[src/sv/cdtm_pkg.sv]
// cdtm_pkg: types and constants shared by the clock domain tag min/max table
// holds the transfer structs, the token that walks the cell chain and the mode codes
// no dependencies
package cdtm_pkg;

    localparam int MAX_TAGS    = 16;
    localparam int DOMAIN_BITS = 8;
    localparam int NODE_BITS   = 20;
    localparam int TIME_BITS   = 32;
    localparam int COUNT_W     = $clog2(MAX_TAGS + 1);
    localparam int MODE_W      = 3;

    localparam logic [MODE_W-1:0] MODE_ADD    = 3'd0;
    localparam logic [MODE_W-1:0] MODE_MAX    = 3'd1;
    localparam logic [MODE_W-1:0] MODE_MIN    = 3'd2;
    localparam logic [MODE_W-1:0] MODE_CLEAR  = 3'd3;
    localparam logic [MODE_W-1:0] MODE_LOOKUP = 3'd4;

    typedef struct packed {
        logic [MODE_W-1:0]           mode;
        logic [DOMAIN_BITS-1:0]      domain;
        logic                        domain_valid;
        logic signed [TIME_BITS-1:0] arrival_time;
        logic [NODE_BITS-1:0]        launch_id;
    } in_item_t;

    typedef struct packed {
        logic                        found;
        logic signed [TIME_BITS-1:0] entry_time;
        logic [NODE_BITS-1:0]        entry_launch;
        logic                        entry_changed;
        logic [COUNT_W-1:0]          tag_count;
        logic                        overflow;
    } out_item_t;

    // request travelling down the chain, one cell per cycle
    typedef struct packed {
        logic                        valid;
        in_item_t                    req;
        logic [COUNT_W-1:0]          cnt;      // table count when the request entered
        logic [COUNT_W-1:0]          left;     // occupied cells still ahead
        logic                        matched;
        logic                        appended;
        logic                        changed;
        logic signed [TIME_BITS-1:0] etime;
        logic [NODE_BITS-1:0]        enode;
    } token_t;

endpackage

[src/sv/cdtm_cell.sv]
// cdtm_cell: one table entry plus one stage of the request chain
// depends on cdtm_pkg
module cdtm_cell (
    input  logic            aclk,
    input  logic            aresetn,
    input  cdtm_pkg::token_t tok_i,
    output cdtm_pkg::token_t tok_o
);
    import cdtm_pkg::*;

    logic [DOMAIN_BITS-1:0]      dom_reg;
    logic signed [TIME_BITS-1:0] time_reg;
    logic [NODE_BITS-1:0]        node_reg;
    token_t                      tok_reg;
    token_t                      tok_next;

    logic live, occupied, hit, better, wants_append, place;

    always_comb begin
        live = tok_i.valid && tok_i.req.domain_valid &&
               (tok_i.req.mode == MODE_ADD || tok_i.req.mode == MODE_MAX ||
                tok_i.req.mode == MODE_MIN || tok_i.req.mode == MODE_LOOKUP);
        occupied = (tok_i.left != '0);
        hit = live && occupied && !tok_i.matched && (dom_reg == tok_i.req.domain);
        better = 1'b0;
        if (tok_i.req.mode == MODE_MAX) begin
            better = tok_i.req.arrival_time > time_reg;
        end else if (tok_i.req.mode == MODE_MIN) begin
            better = tok_i.req.arrival_time < time_reg;
        end
        wants_append = (tok_i.req.mode == MODE_ADD) ||
                       ((tok_i.req.mode == MODE_MAX || tok_i.req.mode == MODE_MIN) &&
                        !tok_i.matched);
        // first free cell takes the append
        place = live && !occupied && !tok_i.appended && wants_append;

        tok_next = tok_i;
        if (occupied) begin
            tok_next.left = tok_i.left - COUNT_W'(1);
        end
        if (hit) begin
            tok_next.matched = 1'b1;
            if (better) begin
                tok_next.etime   = tok_i.req.arrival_time;
                tok_next.enode   = tok_i.req.launch_id;
                tok_next.changed = 1'b1;
            end else begin
                tok_next.etime = time_reg;
                tok_next.enode = node_reg;
            end
        end
        if (place) begin
            tok_next.appended = 1'b1;
            tok_next.changed  = 1'b1;
            tok_next.etime    = tok_i.req.arrival_time;
            tok_next.enode    = tok_i.req.launch_id;
        end
    end

    always_ff @(posedge aclk) begin
        if (!aresetn) begin
            tok_reg.valid <= 1'b0;
        end else begin
            tok_reg.valid <= tok_next.valid;
        end
        tok_reg.req      <= tok_next.req;
        tok_reg.cnt      <= tok_next.cnt;
        tok_reg.left     <= tok_next.left;
        tok_reg.matched  <= tok_next.matched;
        tok_reg.appended <= tok_next.appended;
        tok_reg.changed  <= tok_next.changed;
        tok_reg.etime    <= tok_next.etime;
        tok_reg.enode    <= tok_next.enode;
        if (place) begin
            dom_reg <= tok_i.req.domain;
        end
        if ((hit && better) || place) begin
            time_reg <= tok_i.req.arrival_time;
            node_reg <= tok_i.req.launch_id;
        end
    end

    assign tok_o = tok_reg;

endmodule
[config.mk]
export PLATFORM = sky130hd
export DESIGN_NAME = cdtm_cell
export DESIGN_NICKNAME = d
export VERILOG_FILES = /design/src/sv/cdtm_pkg.sv /design/src/sv/cdtm_cell.sv
export SDC_FILE = /design/constraint.sdc
export NUM_CORES = 1
export LEC_CHECK = 0
export ABC_AREA = 1
export BUFFER_PORTS_ARGS = -buffer_cell sky130_fd_sc_hd__clkbuf_2
export CORE_MARGIN = 4
export CORE_UTILIZATION = 54
export DETAILED_ROUTE_END_ITERATION = 6
export MAX_ROUTING_LAYER = met4
export PLACE_DENSITY = 0.85
export SLEW_MARGIN = 20
export SYNTH_ARGS = -nofsm -noshare
export SYNTH_HDL_FRONTEND = slang
export SYNTH_SLANG_ARGS = --single-unit
[constraint.sdc]
create_clock -name aclk -period 7.85 [get_ports aclk]
set_input_delay 0 -clock aclk [delete_from_list [all_inputs] [get_ports aclk]]
set_output_delay 0 -clock aclk [all_outputs]
set_load 0.03 [all_outputs]
==> results of run 1 <==
==> report_power, final <==
part / leakage [nW] / switching, mW / internal [mW] / total, mW
sequential: 1.64 / 0.0117 / 1.05 / 1.06
combinational: 3.37 / 0.182 / 0.120 / 0.302
clock: 0.288 / 0.381 / 0.491 / 0.872
==> worst reg2reg max path: stages, from the launching register on <==
cell and delay (ns):
edfxtp_1 0.42, inv_1 0.13, ha_1 0.26, a21oi_1 0.16, o21ai_0 0.12, a21oi_1 0.13, nand2_1 0.09, nand2_1 0.10
nand2_1 0.08, nand2_1 0.11, nand3_4 0.51, nand2_4 0.75, nand2_1 0.15, nand2_2 0.44, buf_4 0.48
==> layer usage <==
layer  wire length (µm)  part of all wire  track usage
met5                  0                 0            -
met4               1330             0.053        0.184
met3               2020             0.080       0.0677
met2              12900              0.51        0.554
met1               8870              0.35        0.343
==> cells in the final DEF (no fill, tap or decap), types with 2 or more instances in the layout <==
cell	instances
o21a_1	2
inv_1	127
nor2_1	70
bufinv_16	2
nand3_2	2
dlygate4sd3_1	134
buf_4	5
nor3_1	2
clkinv_2	2
nand3_1	110
nand4_1	2
a21oi_1	120
inv_6	2
a21o_1	2
o21ai_0	7
inv_2	3
dfxtp_1	130
clkinv_4	4
ha_1	33
clkbuf_16	18
clkbuf_2	261
nand2_1	96
edfxtp_1	60
xor2_1	5
clkbuf_1	2
==> per-stage QoR <==
step	hold WS (ns)	instances	cell area [µm²]	utilization	total power, mW
floorplan	0.0277	820	7500	-	1.22
global placement	0.102	1227	8930	0.666	1.31
detailed placement	0.105	1227	8930	0.666	1.32
CTS	0.195	1393	10900	0.810	2.22
global route	0.218	1394	10900	0.812	2.30
finish	0.202	1394	10900	0.812	2.23
==> worst paths after layout <==
path,cells after the start,startpoint,endpoint
min reg2reg,4,node_reg[18],tok_o[18]
max reg2reg,14,time_reg[15],node_reg[6]
min,2,tok_i[63],tok_o[63]
max,14,time_reg[15],node_reg[6]
==> kinds of logic (layout without fill, tap and decap cells) <==
group | count (synthesis) | count (layout) | synth area share
flip-flops | 190 | 190 | 0.587
XOR/XNOR | 6 | 6 | 0.00700
AND/OR/NAND/NOR | 292 | 292 | 0.173
adder cells (fa/ha/maj) | 33 | 33 | 0.0550
other | 0 | 1 | 0
AO/OA/AOI/OAI | 134 | 134 | 0.0930
buffers and inverters | 165 | 562 | 0.0849
==> timing repair <==
action,4_1_cts,5_1_grt
hold buffers,134,0
endpoints found under the hold margin,190,0
endpoints found under the setup margin,0,0
==> cell usage after synthesis, drive strengths merged <==
library cell	n
dfxtp	130
inv	130
a21oi	120
nand3	113
nand2	98
nor2	71
edfxtp	60
ha	33
clkbuf	18
buf	17
o21ai	7
xor2	5
nor3	3
a21o	2
nand4	2
nor4	2
o21a	2
or2	2
a2111oi	1
a22o	1
a41oi	1
nor3b	1
xnor2	1
==> area by class of cell <==
class / count / area [µm²]
antenna: 1 / 2.50
clock buffer: 20 / 458
clock inverter: 12 / 134
fill: 762 / 2520
inverter: 130 / 488
multi-input combinational: 465 / 2480
sequential: 190 / 4400
tap: 176 / 220
timing repair buffer: 400 / 2690
==> results_dict.tcl, run 1 <==
set metrics [dict create \
    outcome "completed" \
    start_kind "flop" \
    wire_per_inst_um 18.0 \
    grt_pass1_vias 7756 \
    ir_drop_mv 0.135 \
    cp.arrival_ns 4.39 \
    critPathMaxStageDelay_ns 0.75 \
    final_nets 1369 \
    rsz0062_at_grt "false" \
    fp-row-count 42 \
    cp_common_cell "nand2_1" \
    synth_top_cell_area_share 0.347 \
    drive_above_1_share 0.253 \
    setup_viol 0 \
    cts.path.max_buffers 2 \
    maxSlewViolCount 0 \
    yosys-top-cells-area "dfxtp_1, edfxtp_1, a21oi_1" \
    grt_pass1_wl_um 39600 \
    pre_cts_ws_ns 2.80 \
    setup_ws_ns 3.55 \
    maxCapViolations 0 \
    synth_cell_type_count 31 \
    period_minus_slack_ns 4.30 \
    dp_hpwl_um 13200 \
    drt_pass1_iterations 5 \
    fin_setup_tns_ns 0 \
    hold_class "input port to flop" \
    worst_pin_slew_ns 1.02 \
    fmax_mhz 232 \
    die-area_mm2 0.0158 \
    die_w_um 126 \
    fin_skew_ns 0.0111 \
    io_pins 262 \
    yosysSeqAreaShare 0.587 \
    largest_reg_flops 130 \
    drt_iter0_markers 613 \
    cts.sinks 190 \
    coreArea_mm2 0.0134 \
    gp_congestion 0.795 \
    drt_wl_total_um 25100 \
    critPathBufInv 2 \
    cts_tree "yes" \
    clk-insertion-delay-late_ns 0.43 \
    synth_area_per_cell_um2 9.15 \
    critPathSlowestCell "nand2_4" \
    portBuffers 261 \
    cp_cell_sequence "inv_1, ha_1, a21oi_1, o21ai_0, a21oi_1, nand2_1, nand2_1, nand2_1, nand2_1, nand3_4, nand2_4, nand2_1, nand2_2, buf_4" \
    endpoint_kind "flop" \
    track_usage 0.322 \
    leakage_nw 5.30 \
    clkTransAtPathRegs_ns 0.07 \
    start_util 0.560 \
    synth_nets 985 \
    yosysTopAreaCell "dfxtp_1" \
    dieHeight_um 126 \
    area_growth_pct 44.9 \
    r2r_setup_slack_ns 3.55 \
    powerDensity_mw_per_mm2 205 \
    drc 0 \
    crit_family "simple AND/OR/NAND/NOR gates" \
    antenna_found_initial 1 \
    syn_inst 820 \
    ant_nets 0 \
    numCtsBuffers 17 \
    required_ns 7.93 \
    final_hold_viol_count 0 \
    setup.worst_path.class "flop to flop" \
    slew_headroom 0.320 \
    synth_area_mm2 0.00750 \
    yosys_warnings 0 \
    cts-htree-levels 4 \
    cp_max_fo 53 \
    fin_crit_sh 0.548 \
    vias 7551 \
    root_buffer "clkbuf_16" \
    overflow 0 \
    post_cts_buffers 0 \
    post_cts_resized 0 \
    ys_ff_latch 190 \
    grt_max_degree 63 \
    vias_per_cell 5.42 \
]
Note: power is estimated with default switching activity, not from simulation.
==> run 2, diff against run 1 <==
--- a/config.mk
+++ b/config.mk
@@ -8,10 +8,10 @@
 export ABC_AREA = 1
 export BUFFER_PORTS_ARGS = -buffer_cell sky130_fd_sc_hd__clkbuf_2
 export CORE_MARGIN = 4
-export CORE_UTILIZATION = 54
+export CORE_UTILIZATION = 50
 export DETAILED_ROUTE_END_ITERATION = 6
 export MAX_ROUTING_LAYER = met4
-export PLACE_DENSITY = 0.85
+export PLACE_DENSITY = 0.8
 export SLEW_MARGIN = 20
 export SYNTH_ARGS = -nofsm -noshare
 export SYNTH_HDL_FRONTEND = slang
==> constraint.sdc (replaced) <==
create_clock -name aclk -period 4.25 [get_ports aclk]
set_input_delay 0 -clock aclk [delete_from_list [all_inputs] [get_ports aclk]]
set_output_delay 0 -clock aclk [all_outputs]
set_load 0.03 [all_outputs]
==> run 2 against run 1 <==
Against the previous run: sequential power is 85% higher; wire length decreased by 3.2%; combinational power rose by 83%; global-route usage down 3.4 points; final cell count is 0.72% higher; clock skew increased by 0.0022 ns; cell area is 0.21% higher; non-clock buffer count is 2 higher; critical endpoint is now node_reg[18]; highest routed layer unchanged.
==> results_dict.tcl, run 2 (synthesized netlist as in run 1, its figures left out) <==
set metrics [dict create \
    outcome "completed" \
    whs_path_depth 2 \
    r2r_cells 8 \
    pre_cts_ws_ns 1.38 \
    reg2reg_from "dom_reg[1]" \
    cts-htree-levels 4 \
    final_cells 1404 \
    setup_ws_ns 1.22 \
    multi_input_area_mm2 0.00247 \
    grt_pass1_vias 7721 \
    cts.sinks 190 \
    vias 7374 \
    r2r_setup_slack_ns 1.32 \
    fin_crit_sh 0.712 \
    slew_headroom 0.296 \
    rsz0062_at_grt "false" \
    clkTransAtPathRegs_ns 0.07 \
    io_pins 262 \
    fillCellCount 929 \
    overflow 0 \
    dp_hpwl_um 13500 \
    drt_iter0_markers 617 \
    drive_above_1_share 0.257 \
    grt_max_degree 62 \
    grt_pass1_wl_um 37200 \
    portBuffers 261 \
    seqCellArea_mm2 0.00440 \
    worst_pin_slew_ns 1.06 \
    numCtsBuffers 17 \
    die_w_um 131 \
    worst_r2r_endpoint "node_reg[18]" \
    p_int_mw 3.00 \
    final_cell_mix "clkbuf_2, dlygate4sd3_1, dfxtp_1" \
    cts_tree "yes" \
    p_sw_mw 1.10 \
    cts.path.max_buffers 2 \
    seqPwrFrac 0.478 \
    area_growth_pct 45.2 \
    period_minus_slack_ns 3.03 \
    maxCapViolations 0 \
    maxSlewViolCount 0 \
    clk-insertion-delay-late_ns 0.44 \
    use_met1 0.306 \
    grtUsageMet2 0.512 \
    required_ns 4.38 \
    final_nets 1371 \
    wire_per_inst_um 17.3 \
    setup_viol 0 \
    cp_max_fo 29 \
    dpl.cell_count 1237 \
    coreArea_mm2 0.0146 \
    cp.arrival_ns 3.15 \
    setup.worst_path.class "input port to flop" \
    ant_nets 0 \
    start_util 0.512 \
    drc 0 \
    drt_pass1_iterations 5 \
    post_cts_resized 0 \
    track_usage 0.288 \
    grt_use_met3 0.0565 \
    largest_reg_flops 130 \
    antenna_found_initial 1 \
    hp-start "tok_i[62]" \
    mostFrequentLayoutCell "clkbuf_2" \
    hold_class "input port to flop" \
    fmax_mhz 330 \
    dieHeight_um 131 \
    fin_skew_ns 0.0134 \
    p_comb_frac 0.135 \
    drt_wl_total_um 24300 \
    endpoint_kind "flop" \
    gp_congestion 0.793 \
    final_hold_viol_count 0 \
    power.share.switching 0.268 \
    die-area_mm2 0.0170 \
    whs_endpoint "tok_o[62]" \
    powerDensity_mw_per_mm2 376 \
    clock_power_share 0.387 \
    fp-row-count 44 \
    start_kind "input port" \
    root_buffer "clkbuf_16" \
    vias_per_cell 5.25 \
    top_usage_layer "met2" \
    fin_setup_tns_ns 0 \
    startpoint "tok_i[55]" \
    ir_drop_mv 0.317 \
    leakage_nw 5.31 \
]
run 2: worst max path at each step:
stage	slack, ns	end
after CTS	1.26	node_reg[18]
after detailed placement	1.38	node_reg[16]
after floorplan	1.04	node_reg[0]
final	1.22	node_reg[18]
after global routing	1.07	node_reg[18]
after global placement	1.40	node_reg[16]
run 2: per-stage QoR:
stage / power (mW) / utilization / hold WS (ns) / area (µm²)
finish: 4.10 / 0.744 / 0.205 / 10900
global route: 4.23 / 0.744 / 0.217 / 10900
CTS: 4.09 / 0.744 / 0.190 / 10900
detailed placement: 2.43 / 0.612 / 0.105 / 8960
global placement: 2.42 / 0.612 / 0.103 / 8960
floorplan: 2.24 / - / 0.0277 / 7500
run 2: cell type report:
type                    count  area share
multi-input cells         465       0.227
inverters                 130      0.0448
diodes                      1    0.000230
repair buffers            402       0.249
clock buffers              19      0.0436
clock inverters            13      0.0104
flip-flops and latches    190       0.404
well taps                 184      0.0211
run 2: worst max-delay path: stages:
cell and delay (ns):
dlygate4sd3_1 0.53, clkbuf_2 0.13, inv_1 0.05, ha_1 0.24, nand3_2 0.15, inv_1 0.11
a2111oi_2 0.21, nand3_1 0.17, nor2_4 0.56, nand2_1 0.14, nand2_2 0.52, buf_12 0.28
run 2: power groups by stage:
stage / clock (mW) / combinational, mW / sequential (mW)
4_1_cts: 1.59 / 0.540 / 1.95
2_1_floorplan: 0 / 0.112 / 2.13
6_report: 1.59 / 0.553 / 1.96
5_1_grt: 1.68 / 0.591 / 1.96
3_5_place_dp: 0 / 0.439 / 1.99
3_3_place_gp: 0 / 0.432 / 1.99
run 2: per-layer routing:
layer | wire (µm) | vias up | part of all wire
li1 | - | 3455 | -
met1 | 9090 | 3446 | 0.37
met2 | 12700 | 389 | 0.52
met3 | 1600 | 84 | 0.066
met4 | 967 | 0 | 0.040
met5 | 0 | - | 0
run 2: repair_timing:
item	CTS	global route
endpoints found under the setup margin	0	0
buffers inserted	0	0
endpoints found under the hold margin	190	0
hold buffers	134	0
